File: config.mk
export PLATFORM = sky130hd
export DESIGN_NAME = pfpm_ram
export DESIGN_NICKNAME = d
export VERILOG_FILES = /design/src/rtl/palette_fade_pixel_mapper_macros.svh /design/src/rtl/pfpm_ram.sv
export SDC_FILE = /design/constraint.sdc
export NUM_CORES = 2
export LEC_CHECK = 0
export BUFFER_PORTS_ARGS = -buffer_cell sky130_fd_sc_hd__buf_2
export CORE_UTILIZATION = 55
export DETAILED_ROUTE_END_ITERATION = 8
export PLACE_DENSITY_LB_ADDON = 0.15
export SLEW_MARGIN = 20
export SYNTH_ARGS = -nofsm -noshare
export SYNTH_HDL_FRONTEND = slang
export SYNTH_SLANG_ARGS = --single-unit
File: constraint.sdc
create_clock -name clock -period 5.6 [get_ports clock]
set_clock_uncertainty 0.1 [all_clocks]
set_input_delay 1.12 -clock clock [delete_from_list [all_inputs] [get_ports clock]]
set_output_delay 1.12 -clock clock [all_outputs]
set_load 0.05 [all_outputs]
File: src/rtl/palette_fade_pixel_mapper_macros.svh
// ----------------------------------------------------------------------------
// palette fade pixel mapper assertion macros
// shared property wrappers, clocked on clock and disabled in reset
// ----------------------------------------------------------------------------
`ifndef PALETTE_FADE_PIXEL_MAPPER_MACROS_SVH
`define PALETTE_FADE_PIXEL_MAPPER_MACROS_SVH

// same-cycle implication
`define PFPM_ASSERT_NOW(lbl, ante, cons) \
   lbl: assert property (@(posedge clock) disable iff (reset) (ante) |-> (cons)) \
      else $error("pfpm: same-cycle check failed");

// next-cycle implication
`define PFPM_ASSERT_NEXT(lbl, ante, cons) \
   lbl: assert property (@(posedge clock) disable iff (reset) (ante) |=> (cons)) \
      else $error("pfpm: next-cycle check failed");

`endif

File: src/rtl/pfpm_ram.sv
`timescale 1ns / 1ps
// ----------------------------------------------------------------------------
// pfpm_ram
// generic single-write, single-read ram with registered read data
// ----------------------------------------------------------------------------
module pfpm_ram #(
   parameter int  WIDTH  = 8,
   parameter int  DEPTH  = 256,
   localparam int ADDR_W = (DEPTH > 1) ? $clog2(DEPTH) : 1
) (
   input  logic              clock,
   input  logic              wr_en,
   input  logic [ADDR_W-1:0] wr_addr,
   input  logic [WIDTH-1:0]  wr_data,
   input  logic              rd_en,
   input  logic [ADDR_W-1:0] rd_addr,
   output logic [WIDTH-1:0]  rd_data
);

   logic [WIDTH-1:0] mem_ff [DEPTH];
   logic [WIDTH-1:0] rd_data_ff;

   always_ff @(posedge clock) begin
      if (wr_en) begin
         mem_ff[wr_addr] <= wr_data;
      end
      if (rd_en) begin
         rd_data_ff <= mem_ff[rd_addr];
      end
   end

   assign rd_data = rd_data_ff;

endmodule

==> impl_results.md <==
- Cells after Synth: 3733
- Worst r2r src: mem_ff[211][5]$_DFFE_PP_
- Design Area, Final: 0.0886 mm^2
- Final worst-path cycle share: 0.724
- WL/cell: 32.4 um
- Post-synth cell types: 54
- Top cells by area, synth: edfxtp_1 (78%), mux4_2 (13%), mux2i_1 (1.7%)
- Area occupied by multi-input gates: 0.0165 mm^2
- Grt total ovfl: 0
- Total routed wirelength: 193000 um
- Worst R2R Path Depth: 6
- First-pass GRT wire length: 277000 um
- Worst-Margin Slew: 1.21 ns
- I/O Buffers: 34
- VDD IR max: 0.371 mV
- Core ar.: 0.144 mm^2
- Outcome: finished with violations
- Hold Path End: rd_data[1]$_DFFE_PP_
- Period minus WS final: 4.06 ns
- Fmax achieved: 246 MHz
- DIE AREA: 0.146 mm^2
- Hold path depth: 1
- Syn Area/Cell: 21.3 um^2
- Initial DRC Count: 4626
- Worst Path Required: 6.06 ns
- RSZ-0062 raised after global routing: no
- Die Y: 383 um
- CP bufs+invs: 4
- Pleak: 0.0273 uW
- Num CTS Buffers: 201
- Switching pwr: 6730 uW
- Setup-failing EPs final: 0
- Post-Synthesis Net Count: 3760
- Slowest Stage Delay on Critical Path: 0.83 ns
- Syn-to-layout area delta: 11.2%
- Final net count: 3909
- Class of the worst hold path: in2reg
- Largest net degree at the start of global routing: 152
- Postcts setup bufs: 0
- Synth Register Bits: 2056
- Post-CTS resize count: 0
- Combinational Power Share: 0.049
- Ratio of cells with drive above 1 in the final layout: 0.229
- CTS clock-pin slew for the worst setup and hold paths: 0.06 ns
- Crit Path Category: in2reg
- Primary FF master, synth: edfxtp_1
- Hold_sp: rd_en
- Switching share of power: 0.213
- Post-synth top area share: 0.775
- Element type at the critical path end: register
- TritonCTS clock tree: done
- Internal power: 24900 uW
- CTS sink cnt: 2056
- CTS H-Tree Depth: 4
- Die Wd: 383 um
- Critical Path AT: 4.52 ns
- Register share of total power: 0.538
- Slew Viols, Final: 0
- Crit-path max FO: 49
- Final Hold Slack: 0.647 ns
- Register Area: 0.0617 mm^2
- Remaining antenna violation count: 0
- GRT Total Usage: 0.268
- Power Dens Cells: 357 mW/mm^2
- Top Ports: 35
- Clock power frac: 0.413
- Post-CTS Hold Buffers: 0
- Post-Layout Cell Count: 5963
- Number of global-route vias before repair: 38300
- Critical R2R Capture: rd_data[5]$_DFFE_PP_
- Async S/R FF share, synth: 0
- Most used cell, CP: buf_4
- Pre-antenna DRT Iters: 8
- CP Launch Type: input port
- Clock root cell: clkbuf_16
- Sequential element share of the synthesized area: 0.775
- Max clock buf depth: 3
- Yosys warnings: 0
- Clk_lat worst skew: 0.84 ns
- Max Cap Viol: 0
- Initial core utilization: 0.554
- Post-synth EDFFs: 2056
- Post-DP HPWL: 116000 um
- Core Rows: 139
- Crit path cell chain: buf_8 > buf_12 > buf_4 > mux2i_1 > o22ai_1 > o21ai_0 > nand3_1 > nor4_1 > buf_4 > nor4_2
- Overall power: 31600 uW
- Via count: 38700
- Dpl cell area: 0.0822 mm^2
- Slew HR: 0.195
- Filler cells: 9964
- Final hold vios: 0
- DRC viols: 4
- CP delay by family, top: buffers and inverters
- Cells after DPL: 5582
- TNS Setup: 0 ns
- Largest area contributor in the synthesized netlist: edfxtp_1
- Reg-to-reg slack, setup: 2.39 ns
- Failing checks: design-rule violations
- Gpl congestion: 0.854
- DR vias/cell: 6.49
- Slowest stage cell, crit path: nor4_1
- Initial antenna violation count: 11
- Post-Syn Area: 0.0796 mm^2
==> state kept, by name, summed over array words and instances, names as in the netlist <==
| name | flops |
|---|---|
| rd_data | 8 |
| mem_ff | 2048 |
==> layer usage <==
metal | part of all wire | global-route usage | wire, um | vias up
met5 | 0.00017 | 0 | 33 | -
met4 | 0.030 | 0.0840 | 5770 | 6
met3 | 0.081 | 0.0486 | 15600 | 309
met2 | 0.48 | 0.419 | 93300 | 1738
met1 | 0.41 | 0.388 | 78800 | 20600
li1 | - | - | - | 16000
==> power by group through the flow <==
stage	Sequential, uW	Combinational [uW]	Clock, uW
finish	17000	1560	13000
global route	17000	1630	13700
CTS	17000	1560	13200
detailed placement	17300	1560	0
global placement	17300	1540	0
floorplan	17300	824	0
==> worst max path at each step <==
stage | from | endpoint | slack, ns | cells past startpoint
after global placement | rd_addr[3] | rd_data[1]$_DFFE_PP_ | 0.42 | 7
after CTS | rd_addr[0] | rd_data[0]$_DFFE_PP_ | 1.67 | 9
after floorplan | rd_addr[0] | rd_data[2]$_DFFE_PP_ | 2.30 | 9
after detailed placement | rd_addr[0] | rd_data[0]$_DFFE_PP_ | 0.80 | 9
final | rd_addr[0] | rd_data[2]$_DFFE_PP_ | 1.54 | 10
after global routing | rd_addr[0] | rd_data[4]$_DFFE_PP_ | 1.55 | 10
==> synthesized netlist by cell type (10+ instances only) <==
| master | instances |
|---|---|
| edfxtp_1 | 2056 |
| mux4_2 | 454 |
| nor2_1 | 282 |
| mux2i_1 | 134 |
| a22oi_1 | 133 |
| clkbuf_1 | 111 |
| a21oi_1 | 96 |
| o221ai_1 | 46 |
| nand3_1 | 34 |
| nand2_1 | 33 |
| buf_2 | 31 |
| nor2b_1 | 31 |
| o22ai_1 | 28 |
| buf_4 | 27 |
| nor4_1 | 24 |
| buf_1 | 22 |
| nor3_1 | 22 |
| buf_6 | 21 |
| a211oi_1 | 16 |
| a221oi_1 | 13 |
| buf_8 | 13 |
| nand4_1 | 10 |
| o211ai_1 | 10 |
| o21ai_0 | 10 |
==> cells by family (layout without fill, tap and decap cells) <==
group | after synthesis | after routing | synth area share
multiplexers | 591 | 591 | 0.146
buffers and inverters | 235 | 557 | 0.0183
AO/OA/AOI/OAI | 385 | 385 | 0.0342
flip-flops | 2056 | 2056 | 0.775
AND/OR/NAND/NOR | 466 | 466 | 0.0263
other | 0 | 5 | 0
==> layout make-up <==
cell class | instances | area share
clock buffers | 267 | 0.0603
well taps | 1903 | 0.0269
inverters | 2 | 0.0000847
clock inverters | 109 | 0.0111
flip-flops and latches | 2056 | 0.697
repair buffers | 179 | 0.0182
multi-input cells | 1442 | 0.186
diodes | 5 | 0.000141
==> stage by stage <==
step / worst slack (ns) / util
global route: 1.55 / 0.617
floorplan: 2.30 / -
detailed placement: 0.798 / 0.573
global placement: 0.418 / 0.572
CTS: 1.67 / 0.617
finish: 1.54 / 0.617
==> placed cells by master (no fill, tap or decap), drive strengths merged, types with 33 or more instances in the layout <==
cell type  count
nor2         282
buf          179
edfxtp      2056
mux4         456
a21oi         96
clkinv        86
clkbuf       267
a22oi        133
nand3         34
nand2         33
o221ai        47
mux2i        134
(Power assumes the default switching activity.)
