[src/rtl/palette_fade_pixel_mapper_macros.svh]
// ----------------------------------------------------------------------------
// palette fade pixel mapper assertion macros
// shared property wrappers, clocked on clock and disabled in reset
// ----------------------------------------------------------------------------
`ifndef PALETTE_FADE_PIXEL_MAPPER_MACROS_SVH
`define PALETTE_FADE_PIXEL_MAPPER_MACROS_SVH

// same-cycle implication
`define PFPM_ASSERT_NOW(lbl, ante, cons) \
   lbl: assert property (@(posedge clock) disable iff (reset) (ante) |-> (cons)) \
      else $error("pfpm: same-cycle check failed");

// next-cycle implication
`define PFPM_ASSERT_NEXT(lbl, ante, cons) \
   lbl: assert property (@(posedge clock) disable iff (reset) (ante) |=> (cons)) \
      else $error("pfpm: next-cycle check failed");

`endif

[src/rtl/pfpm_pkg.sv]
`timescale 1ns / 1ps
// ----------------------------------------------------------------------------
// pfpm_pkg
// types, constants and codes shared by the palette fade pixel mapper
// ----------------------------------------------------------------------------
package pfpm_pkg;

   // palette geometry
   localparam int PALETTE_ENTRIES = 256;
   localparam int PAL_ADDR_W      = (PALETTE_ENTRIES > 1) ? $clog2(PALETTE_ENTRIES) : 1;
   localparam int COLOR_W         = 8;
   localparam int REG_Q_W         = 9;

   // fade datapath depth
   localparam int FADE_STAGES = 6;

   // result queue
   localparam int OUT_DEPTH  = 16;
   localparam int OUT_PTR_W  = $clog2(OUT_DEPTH);
   localparam int CREDIT_W   = $clog2(OUT_DEPTH + 1);

   // command codes
   localparam logic CMD_LOAD  = 1'b0;
   localparam logic CMD_PIXEL = 1'b1;

   // register indexes
   localparam int CSR_INDEX_W = 3;
   localparam int CSR_DATA_W  = 9;
   localparam logic [CSR_INDEX_W-1:0] CSR_FADE_BLUE     = 3'd0;
   localparam logic [CSR_INDEX_W-1:0] CSR_FADE_GREEN    = 3'd1;
   localparam logic [CSR_INDEX_W-1:0] CSR_FADE_RED      = 3'd2;
   localparam logic [CSR_INDEX_W-1:0] CSR_FADE_SHADING  = 3'd3;
   localparam logic [CSR_INDEX_W-1:0] CSR_FADE_STRENGTH = 3'd4;
   localparam logic [CSR_INDEX_W-1:0] CSR_FADE_OPACITY  = 3'd5;
   localparam logic [CSR_INDEX_W-1:0] CSR_MASK_ENABLE   = 3'd6;

   localparam logic [REG_Q_W-1:0] FADE_OPACITY_RESET = 9'd256;

   // luma weights, sum 1000
   localparam logic [17:0] LUMA_W_B = 18'd114;
   localparam logic [17:0] LUMA_W_G = 18'd587;
   localparam logic [17:0] LUMA_W_R = 18'd299;

   // fixed-point constants of the fade math
   localparam logic signed [28:0] SCALE_UNIT = 29'sd128000;      // 1.0 in luma units
   localparam logic signed [37:0] SCALE_DEN  = 38'sd32768000;    // 256 * 128000
   localparam logic signed [48:0] CH_DEN     = 49'sd8388608000;  // 125 << 26
   localparam logic signed [48:0] CH_HALF    = 49'sd4194304000;
   localparam logic signed [48:0] CH_HI      = 49'sd2139095040000; // 255 * CH_DEN
   localparam logic signed [27:0] ALPHA_ONE  = 28'sd16711680;    // 255 << 16
   localparam logic signed [27:0] ALPHA_HALF = 28'sd32768;
   localparam logic signed [27:0] ALPHA_MUL  = 28'sd255;
   localparam logic [30:0]        RECIP_125  = 31'd33555;        // ceil(2^22 / 125)
   localparam int                 RECIP_SH   = 22;

   localparam logic [COLOR_W-1:0] ALPHA_OPAQUE = 8'hFF;
   localparam logic [COLOR_W-1:0] CHAN_MAX     = 8'hFF;

   typedef enum logic [1:0] {
      MODE_CLEAR,
      MODE_FADE,
      MODE_SOLID
   } mode_type;

   typedef struct packed {
      logic               highlight;
      logic [COLOR_W-1:0] red;
      logic [COLOR_W-1:0] green;
      logic [COLOR_W-1:0] blue;
   } palette_word_type;

   typedef struct packed {
      logic [COLOR_W-1:0] fade_blue;
      logic [COLOR_W-1:0] fade_green;
      logic [COLOR_W-1:0] fade_red;
      logic [REG_Q_W-1:0] fade_shading;
      logic [REG_Q_W-1:0] fade_strength;
      logic [REG_Q_W-1:0] fade_opacity;
      logic               mask_enable;
   } cfg_type;

   typedef struct packed {
      logic valid;
      logic eoi;
      logic clear;
   } stage_ctl_type;

   typedef struct packed {
      logic [31:0] pixel_argb;
      logic        end_of_image_out;
   } out_beat_type;

   function automatic logic index_in_range(input logic [COLOR_W-1:0] idx);
      return 32'(idx) < 32'(PALETTE_ENTRIES);
   endfunction

endpackage

[src/rtl/pfpm_if.sv]


interface pfpm_rsp_if;
   logic        valid;
   logic        ready;
   logic [31:0] pixel_argb;
   logic        end_of_image_out;

   modport source (output valid, pixel_argb, end_of_image_out, input ready);
   modport sink   (input valid, pixel_argb, end_of_image_out, output ready);
endinterface

[src/rtl/pfpm_out_fifo.sv]
`timescale 1ns / 1ps
// ----------------------------------------------------------------------------
// pfpm_out_fifo
// result queue that decouples the fade pipeline from the response channel
// ----------------------------------------------------------------------------
module pfpm_out_fifo (
   input  logic                          clock,
   input  logic                          reset,
   input  logic                          push,
   input  pfpm_pkg::out_beat_type        push_beat,
   output logic [pfpm_pkg::CREDIT_W-1:0] level,
   pfpm_rsp_if.source                    rsp_bus
);
   import pfpm_pkg::*;

   out_beat_type         mem_ff [OUT_DEPTH];
   logic [OUT_PTR_W-1:0] wr_ptr_ff, wr_ptr_in;
   logic [OUT_PTR_W-1:0] rd_ptr_ff, rd_ptr_in;
   logic [CREDIT_W-1:0]  level_ff, level_in;
   logic                 pop;

   function automatic logic [OUT_PTR_W-1:0] ptr_next(input logic [OUT_PTR_W-1:0] p);
      return (p == OUT_PTR_W'(OUT_DEPTH - 1)) ? '0 : p + OUT_PTR_W'(1);
   endfunction

   assign pop = rsp_bus.valid && rsp_bus.ready;

   always_comb begin
      wr_ptr_in = push ? ptr_next(wr_ptr_ff) : wr_ptr_ff;
      rd_ptr_in = pop ? ptr_next(rd_ptr_ff) : rd_ptr_ff;
      level_in  = level_ff + CREDIT_W'(push) - CREDIT_W'(pop);
   end

   always_ff @(posedge clock) begin
      if (reset) begin
         wr_ptr_ff <= '0;
         rd_ptr_ff <= '0;
         level_ff  <= '0;
      end else begin
         wr_ptr_ff <= wr_ptr_in;
         rd_ptr_ff <= rd_ptr_in;
         level_ff  <= level_in;
      end
   end

   always_ff @(posedge clock) begin
      if (push) begin
         mem_ff[wr_ptr_ff] <= push_beat;
      end
   end

   assign rsp_bus.valid            = level_ff != '0;
   assign rsp_bus.pixel_argb       = mem_ff[rd_ptr_ff].pixel_argb;
   assign rsp_bus.end_of_image_out = mem_ff[rd_ptr_ff].end_of_image_out;
   assign level                    = level_ff;

endmodule

[src/flat_wrapper.sv]
// flat-port wrapper written by rule: the top's interface ports become plain ports
module pfpm_out_fifo_flat import pfpm_pkg::*;
  (clock, reset, push, push_beat, level, rsp_bus_valid, rsp_bus_pixel_argb, rsp_bus_end_of_image_out, rsp_bus_ready);
  pfpm_rsp_if rsp_bus_i ();
  input  logic clock;
  input  logic reset;
  input  logic push;
  input  pfpm_pkg::out_beat_type push_beat;
  output logic [pfpm_pkg::CREDIT_W-1:0] level;
  output wire logic [$bits(rsp_bus_i.valid)-1:0] rsp_bus_valid;
  output wire logic [$bits(rsp_bus_i.pixel_argb)-1:0] rsp_bus_pixel_argb;
  output wire logic [$bits(rsp_bus_i.end_of_image_out)-1:0] rsp_bus_end_of_image_out;
  input wire logic [$bits(rsp_bus_i.ready)-1:0] rsp_bus_ready;
  assign rsp_bus_valid = rsp_bus_i.valid;
  assign rsp_bus_pixel_argb = rsp_bus_i.pixel_argb;
  assign rsp_bus_end_of_image_out = rsp_bus_i.end_of_image_out;
  assign rsp_bus_i.ready = rsp_bus_ready;
  pfpm_out_fifo u_core (.clock(clock), .reset(reset), .push(push), .push_beat(push_beat), .level(level), .rsp_bus(rsp_bus_i));
endmodule
[config.mk]
export PLATFORM = sky130hd
export DESIGN_NAME = pfpm_out_fifo_flat
export DESIGN_NICKNAME = d
export VERILOG_FILES = /design/src/rtl/palette_fade_pixel_mapper_macros.svh /design/src/rtl/pfpm_pkg.sv /design/src/rtl/pfpm_if.sv /design/src/rtl/pfpm_out_fifo.sv /design/src/flat_wrapper.sv
export SDC_FILE = /design/constraint.sdc
export NUM_CORES = 1
export LEC_CHECK = 0
export BUFFER_PORTS_ARGS = -buffer_cell sky130_fd_sc_hd__buf_2
export CORE_MARGIN = 2
export CORE_UTILIZATION = 50
export DETAILED_ROUTE_END_ITERATION = 6
export PLACE_DENSITY = 0.67
export SLEW_MARGIN = 40
export SYNTH_ARGS = -nofsm -noshare
export SYNTH_HDL_FRONTEND = slang
export SYNTH_SLANG_ARGS = --single-unit
[constraint.sdc]
create_clock -name clock -period 7.25 [get_ports clock]
set_input_delay 0.725 -clock clock [delete_from_list [all_inputs] [get_ports clock]]
set_output_delay 0.725 -clock clock [all_outputs]
set_load 0.005 [all_outputs]
==> metrics list, run 1 <==
- Post-layout minimum cycle time: 3.62 ns
* Outcome: completed
- The cell sitting at the root of the clock tree is a clkbuf_16.
* Predominant post-synthesis flop cell: edfxtp_1
* Critical path fanouts, max: 58
- Per report_power, the clock group accounts for 38.1% of the total.
- Layout Area Growth over Synthesis: 12.9%
- The share of synthesized area in the top cell type comes to about three quarters.
- Least-Margin Pin Slew: roughly 0.85 ns
- At the worst endpoint, the required time is ~6.5 ns.
- Critical register-to-register path endpoint: u_core.level[4]$_SDFF_PP0_
- After clock tree synthesis, the setup repair step added 0 buffers.
- Core area: ~41000 um^2
- Summed area of non-filler cells in the final layout: around 23000 um^2
* Last element of the critical path: rsp_bus_pixel_argb[6]
- Derived from the worst setup path, the maximum achievable clock frequency is about 280 MHz.
- Clock Sink Count: between 500 and 600
* Endpoint type of the worst setup path: output port
* Initial antenna violation count: 4
* DIE AREA: roughly 43000 um^2
* Clock insertion delay at the later pin of the skew report: roughly 0.59 ns
* CTS tree: yes
- Dividing the detail-routed wire length by the instance count gives about 27 um.
- Number of buffer and inverter instances along the worst setup path: 2
- The first global-routing pass estimated 64.0 mm of wire.
* Crit-path leading delay family: buffers and inverters
* Worst reg2reg path depth: 14
- Average instance area after synthesis: approximately 23 um^2
- CTS built an H-tree with a depth of 2.
- After detailed routing, the number of remaining DRC violations is 0.
- Setup repair after global routing left no endpoint under its margin.
- The worst hold path was traced through 2 stages.
- Entering global routing, the biggest net connects 77 pins.
* Total gr overflow: 0
- Number of global-route vias before repair: ~10000
* Final weighted congestion of routability-driven global placement: around 0.70
* Post-layout net count: 1070
- By count the netlist is led by 528 x edfxtp_1, 114 x mux4_2, 66 x a22oi_1.
* Sw Pwr: approximately 1.6 mW
- Cell internal power was estimated by the tool at ~5.5 mW.
- Die X: approximately 210 um
- After synthesis the netlist holds a flip-flop and latch count of 545.
* Avg Vias per Cell: approximately 6.0
- For this run, the slowest stage of the critical path takes 0.74 ns.
- Worst-case headroom to the max-slew limit: a little over two fifths
* Leakage: between 7 and 8 nW
- For this design the ratio of total power to cell area is a little over 300 nW/um^2.
- Bufs on Longest Clock Path: 3
- The number of nets handed over by synthesis was ~960.
* Final worst-path cycle share: 49.9%
- Sequential fraction of design power: 49.6%
- VDD sags by at most around 0.00015 V.
- STA puts the critical path data arrival time at a little under 3 ns.
* Final setup violating endpoints: 0
- After the first detailed-routing iteration, the DRC count stood at about 990.
* Number of hold-slack violations in the final timing report: 0
- Of all cell types, the one taking the most synthesized area is edfxtp_1.
- Critical-path cell list: buf_4 > mux4_2 > a22oi_1 > nand2_1 > buf_2
- WP depth: 5
- Kind of path behind the tightest hold check: in2reg
- Resized cells post-CTS: 0
* Fraction of registers with async set/reset: 0%
- During placement, the flow inserted port buffers numbering 75.
- In the synthesized netlist, the number of instances is 915.
* Critical path type: reg2out
- Summed over all failing endpoints, the final setup total negative slack is 0 ns.
- Proportion of power drawn by combinational gates: between 10% and 20%
- Clock transition time at the flip-flop clock pins of the worst setup and hold paths: 0.06 ns
- Clock tree synthesis inserted a total of 54 buffers.
- The detailed router placed ~9500 vias in this run.
* Remaining antenna violation count: 0
- Slew Limit Fails: 0
- After detailed placement, the total cell area comes to about 22000 um^2.
* Number of placement rows: between 70 and 80
- In this run, distinct cell masters in the synthesized netlist total 35.
* Biggest area contributors in the synthesized netlist: edfxtp_1 76%, mux4_2 12%, a22oi_1 2.4%
- Count of hold buffers inserted by post-cts repair: 0
- Die height: between 200 and 250 um
* Most frequently used cell type in the post-synthesis netlist: edfxtp_1
- Netlist Area Pre-Place: 20800 um^2
- Drt pass-1 iters: 5
- Across all register-to-register paths, the minimum setup slack is about 4.3 ns.
* Final wirelength: about 43 mm
* Critical hold path startpoint: reset
* Cell with the biggest individual delay on the critical path: buf_4
* Overall track demand over capacity in global routing: 20.2%
- Half-perimeter wire length after placement: 20.9 mm
- Fraction of layout instances using a drive strength above 1: between 20% and 30%
* Final Skew: around 0.021 ns
- STA classifies the critical path startpoint as a register.
- Number of top-level pins: 76
* Number of max-capacitance violations reported: 0
- Reg-to-reg startpoint: u_core.level[2]$_SDFF_PP0_
* Count of warnings emitted by yosys: 0
- Count of flip-flops with a built-in enable after synthesis: about 530
- Switching share of power: between 20% and 30%
- Register area share after synthesis: roughly 78%
- Starting utilization of the core area: 50.8%
## layout make-up
cell class,count,area [um^2]
Multi-Input combinational cell,311,4270
Sequential cell,545,16200
Tap cell,532,666
Clock inverter,29,277
Antenna cell,2,5.00
Inverter,11,41.3
Fill cell,2992,17500
Timing Repair Buffer,98,564
Clock buffer,69,1450
## registers in the layout, indices dropped and copies added, names as in the netlist, named ones only
name and count:
u_core.rd_ptr_ff 4, u_core.level 5, u_core.wr_ptr_ff 4, u_core.mem_ff 528
## worst reg2reg max path, cell delays in order (launching register included)
cell	delay, ns
dfxtp_1	0.32
inv_1	0.08
ha_1	0.14
or4b_1	0.55
nand2_1	0.21
inv_1	0.06
ha_1	0.26
inv_1	0.05
ha_1	0.16
inv_1	0.06
fa_1	0.40
nor2b_1	0.16
o21bai_1	0.10
a21oi_1	0.16
nor3b_1	0.06
## cell families after synthesis
logic type | count (synthesis) | synth area share (%)
DFF | 545 | 77.9
muxes | 134 | 14.7
and+or+nand+nor | 82 | 1.92
AOI/OAI and AO/OA | 79 | 2.74
buffers and inverters | 59 | 1.79
adders and majority gates | 12 | 0.758
xor gates and xnor gates | 4 | 0.169
## worst min-delay path by stage
stage	end	slack (ns)
after CTS	u_core.level[1]$_SDFF_PP0_	0.44
after detailed placement	register	0.50
after global routing	u_core.level[3]$_SDFF_PP0_	0.48
final	u_core.level[1]$_SDFF_PP0_	0.47
after global placement	register	0.50
after floorplan	register	0.46
## power by group through the flow
stage	clock (mW)	combinational [mW]	sequential, mW
after floorplan	0	0.707	3.59
after detailed placement	0	0.895	3.61
final	2.72	0.878	3.54
after global placement	0	0.888	3.61
after global routing	2.89	0.970	3.55
after CTS	2.77	0.898	3.54
## layout by cell type (no fill, tap or decap), drive strengths merged, types with 2 or more instances in the layout
master / instances
a21oi: 8
a22oi: 66
and2: 17
and3: 2
buf: 98
bufinv: 5
clkbuf: 69
clkinv: 20
clkinvlp: 2
dfxtp: 17
diode: 2
edfxtp: 528
ha: 11
inv: 13
mux4: 132
nand2: 39
nand3: 5
nor2: 8
nor2b: 5
nor3b: 2
o21ai: 2
xor2: 3
## layer usage
metal  track usage [%]  share of wire, %  up-vias
li1                  -                 -     4086
met1              29.3                43     5099
met2              32.0                49      273
met3              4.09               6.0       58
met4              5.09               1.6        4
met5                 0             0.035        -
## per-stage QoR
step | hold WS [ns] | instances | util (%) | total power [mW] | setup slack [ns]
6_report | 0.469 | 1597 | 57.4 | 7.14 | 3.63
5_1_grt | 0.476 | 1596 | 57.4 | 7.41 | 3.47
4_1_cts | 0.436 | 1595 | 57.3 | 7.22 | 3.58
3_5_place_dp | 0.497 | 1497 | 53.1 | 4.51 | 4.21
3_3_place_gp | 0.498 | 1497 | 53.1 | 4.50 | 4.06
2_1_floorplan | 0.463 | 915 | - | 4.30 | 4.57
No activity file was read; power rests on OpenSTA's default activity.
==> run 2: changes to the inputs <==
ABC_AREA = 1   (was default)
PLACE_DENSITY = 0.66   (was 0.67)
clock period = 3.5 ns   (was 7.25 ns; I/O delays follow)
==> metrics list, run 2 <==
- Post-synthesis cell count: ~2300
- Clock Sink Count: around 550
- The synthesized netlist devotes 0.300% of its cell area to compound gates.
* Register area share after synthesis: between 60% and 70%
- Leading post-synthesis cells by instance count: 720 x nand2_1, 528 x edfxtp_1, 420 x inv_1
* Netlist Area Pre-Place: roughly 23000 um^2
- In the synthesized netlist, mux cells make up 0% of the area.
* Fraction of met2 tracks used by global routing: 39.0%
- Number of buffer and inverter instances along the worst setup path: 3
- Global routing used under 10% of the available met3 tracks.
- Summing the areas of all xor and xnor instances in the mapped netlist gives less than 1% of the synthesized area.
* Final setup violating endpoints: 0
- Input and output buffers added on the ports amount to 75.
- For this run, the total global-route usage over all layers was measured as 23.3%.
* Kind of path behind the tightest hold check: in2reg
- Entering global routing, the biggest net connects between 100 and 150 pins.
* Slowest cell delay on critical path: ~0.42 ns
- Slew Limit Fails: 0
- Leakage: between 10 and 15 nW
* Most common cell after layout, fill and taps aside: nand2_1
- Summed over all instances, the cell type with the most area after synthesis is edfxtp_1.
- Fraction of registers with async set/reset: 0%
- Final standard cell count with taps included and fillers excluded: 2974
* DIE AREA: slightly below 50000 um^2
- Sw Pwr: roughly 4.6 mW
- Count of flip-flops with a built-in enable after synthesis: about 530
- The clock network is responsible for 35.3% of the overall power.
- H-tree depth: 2
- No sink is reached through more buffers than the 3 on the longest clock path.
* Avg Vias per Cell: 5.18
- For this run, the top clock speed supported by timing is 334 MHz.
- CTS placed an instance of clkbuf_16 at the clock tree root.
- Traced cell by cell, the critical path runs through buf_12 > buf_16 > nand2_1 > nand3_1 > nand3_1 > nand3_1 > nand2_1 > buf_2.
* Endpoint type of the worst setup path: output port
* Synthesized netlist net count: around 2300
- CTS tree: yes
* Initial antenna violation count: 2
* First-pass GRT wire length: 84.8 mm
* Layout Area Growth over Synthesis: 12.4%
- Power spread over the standard cell area amounts to approximately 610 nW/um^2.
- Sequential cells account for 45.7% of the total power.
- Final weighted congestion of routability-driven global placement: between 0.7 and 0.8
- Post-layout minimum cycle time: around 3 ns
- Biggest area contributors in the synthesized netlist: edfxtp_1 68%, nand2_1 12%, nand3_1 8.6%
- Predominant post-synthesis flop cell: edfxtp_1
- Once routing completed, OpenROAD measured the worst setup slack at slightly above 0.5 ns.
- In this run the horizontal extent of the chip is ~220 um.
* Starting utilization of the core area: about half
* Number of top-level pins: 76
- After synthesis the netlist holds a flip-flop and latch count of between 500 and 600.
- Post-CTS Setup Repair Bufs: 0
- The detailed router finished its first iteration with 1457 violations.
- Share of Yosys cell area claimed by the top area cell type: 67.8%
- By area, the combinational part of the netlist is dominated by simple AND/OR/NAND/NOR gates.
- The library cells used most frequently in the layout, excluding fill and tap cells, are 720 x nand2_1, 528 x edfxtp_1, 418 x inv_1.
* Final worst-path cycle share: a little under nine tenths
- Total instance count after detailed placement: between 2000 and 3000
- In the final layout, the share of cells above drive strength 1 is a little under a tenth.
- Final Skew: around 0.016 ns
- In this run the core area contains 79 standard-cell rows.
* Critical path required time: around 3.2 ns
- For this run, global-route usage on met1 was measured as approximately 30%.
* Worst setup SP type: register
- Count of unresolved DRC violations after routing: 0
- Clock buffer count from CTS: 54
- The critical path in this run is classified as reg2out.
- Pint: about 11 mW
- Critical path fanouts, max: 113
- Setup slack after placement: ~0.97 ns
- A synthesized cell averages ~10 um^2.
- Remaining antenna violation count: 0
- Most frequently used cell type in the post-synthesis netlist: nand2_1
* Proportion of power drawn by combinational gates: a little under a fifth
- The most numerous cell type found on the critical path is nand3_1.
- Layer with the highest usage after global routing: met2
- Core area: between 40000 and 50000 um^2
- Simple-gate portion of the synthesized area: 20.7%
- The register with the most flip-flops in the layout has ~530 of them.
* Synth cell types: 18
- Final wirelength: 55.7 mm
- In this run switching power makes up around 28% of total power.
- Placed Area: around 25000 um^2
* Die height: around 220 um
- Largest register by flop count: u_core.mem_ff
- Via count: roughly 15000
- The net count of the finished layout is around 2400.
- Clock transition time at the flip-flop clock pins of the worst setup and hold paths: roughly 0.06 ns
- Headroom to the max-slew limit came out at between 40% and 50%.
- In this run, post-CTS repair resized a total of 0 instances.
* Half-perimeter wire length after placement: roughly 29 mm
- After routing the design area is approximately 26000 um^2.
- Across the run, the number of max-cap violations was 0.
* Final hold slack: just over 0.08 ns
- Total gr overflow: 0
- Broken down by cell family, the worst path's largest delay share belongs to buffers and inverters.
* Count of warnings emitted by yosys: 0
- Cell with the biggest individual delay on the critical path: buf_16
- Setup repair after global routing missed its margin: no
* Adder and majority cell fraction of the synthesized area: less than 1%
* CP arrival: 2.65 ns
* Average wire per standard cell: between 15 and 20 um
* Number of hold-slack violations in the final timing report: 0
* Drt pass-1 iters: 6
* Number of global-route vias before repair: 14915
- Summed over all failing endpoints, the final setup total negative slack is 0 ns.
- At the later pin of the worst-skew pair, clock insertion delay measures slightly above 0.6 ns.
- The run finished with clean final reports.
* Peak supply drop: 0.000472 V
* Least-Margin Pin Slew: ~0.81 ns
-- run 2: cell count changes in the layout (fill, tap and decap cells not counted), sizes merged, moves of 5 or more --
cell,previous run,this run
a22oi,66,0
and2,17,0
buf,98,120
clkbuf,69,64
clkinv,20,27
inv,13,422
mux4,132,0
nand2,39,720
nand3,5,400
nor2,8,29
nor2b,5,0
-- run 2: layout make-up --
class,count,area [um^2]
clock buffer,64,1410
inverter,422,1600
sequential,545,16200
multi-input combinational,1181,5200
clock inverter,33,309
tap,607,759
fill,3820,20100
antenna,1,2.50
timing repair buffer,121,793
-- run 2: cell families (layout without fill, tap and decap cells) --
kind of cell             Yosys count  in the layout
AO/OA/AOI/OAI                     14             14
XOR/XNOR                           3              3
adder cells (fa/ha/maj)           12             12
buffers and inverters            531            640
flip-flops                       545            545
other                              0              1
AND/OR/NAND/NOR                 1152           1152
-- run 2: worst paths after layout --
kind                                          from                          endpoint  slack, ns  cells past startpoint
hold reg to reg   u_core.rd_ptr_ff[0]$_SDFFE_PP0N_                          register       0.53                      2
setup / recovery                          register            rsp_bus_pixel_argb[29]       0.50                      8
hold / removal                                push  u_core.wr_ptr_ff[0]$_SDFFE_PP0P_       0.08                      3
setup reg to reg        u_core.level[2]$_SDFF_PP0_        u_core.level[4]$_SDFF_PP0_       0.96                     17
-- run 2: per-stage QoR --
stage / util (%) / power, mW
2_1_floorplan: - / 9.56
3_3_place_gp: 52.9 / 10.5
3_5_place_dp: 53.0 / 10.5
4_1_cts: 56.7 / 16.2
5_1_grt: 56.7 / 16.8
6_report: 56.7 / 16.1
-- run 2: routing by layer --
metal | wire, um | part of all wire [%]
met1 | 23100 | 41
met4 | 1680 | 3.0
met3 | 3820 | 6.9
met5 | 11 | 0.020
met2 | 27100 | 49
-- run 2: timing repair --
action | 4_1_cts | 5_1_grt
endpoints found under the setup margin | 0 | 0
hold buffers | 1 | 0
endpoints found under the hold margin | 7 | 0
-- run 2: tightest hold or removal path, delay by kind of cell --
kind,cells,cell delay [ns]
compound gates,1,0.05
buf+inv,1,0.15
simple gates,1,0.08
-- run 2: power by group through the flow --
| stage | clock network, mW | logic, mW | registers (mW) |
|---|---|---|---|
| after floorplan | 0 | 2.10 | 7.45 |
| after global routing | 6.03 | 3.44 | 7.35 |
| after detailed placement | 0 | 3.06 | 7.48 |
| after global placement | 0 | 3.00 | 7.47 |
| final | 5.66 | 3.05 | 7.34 |
| after CTS | 5.77 | 3.07 | 7.34 |
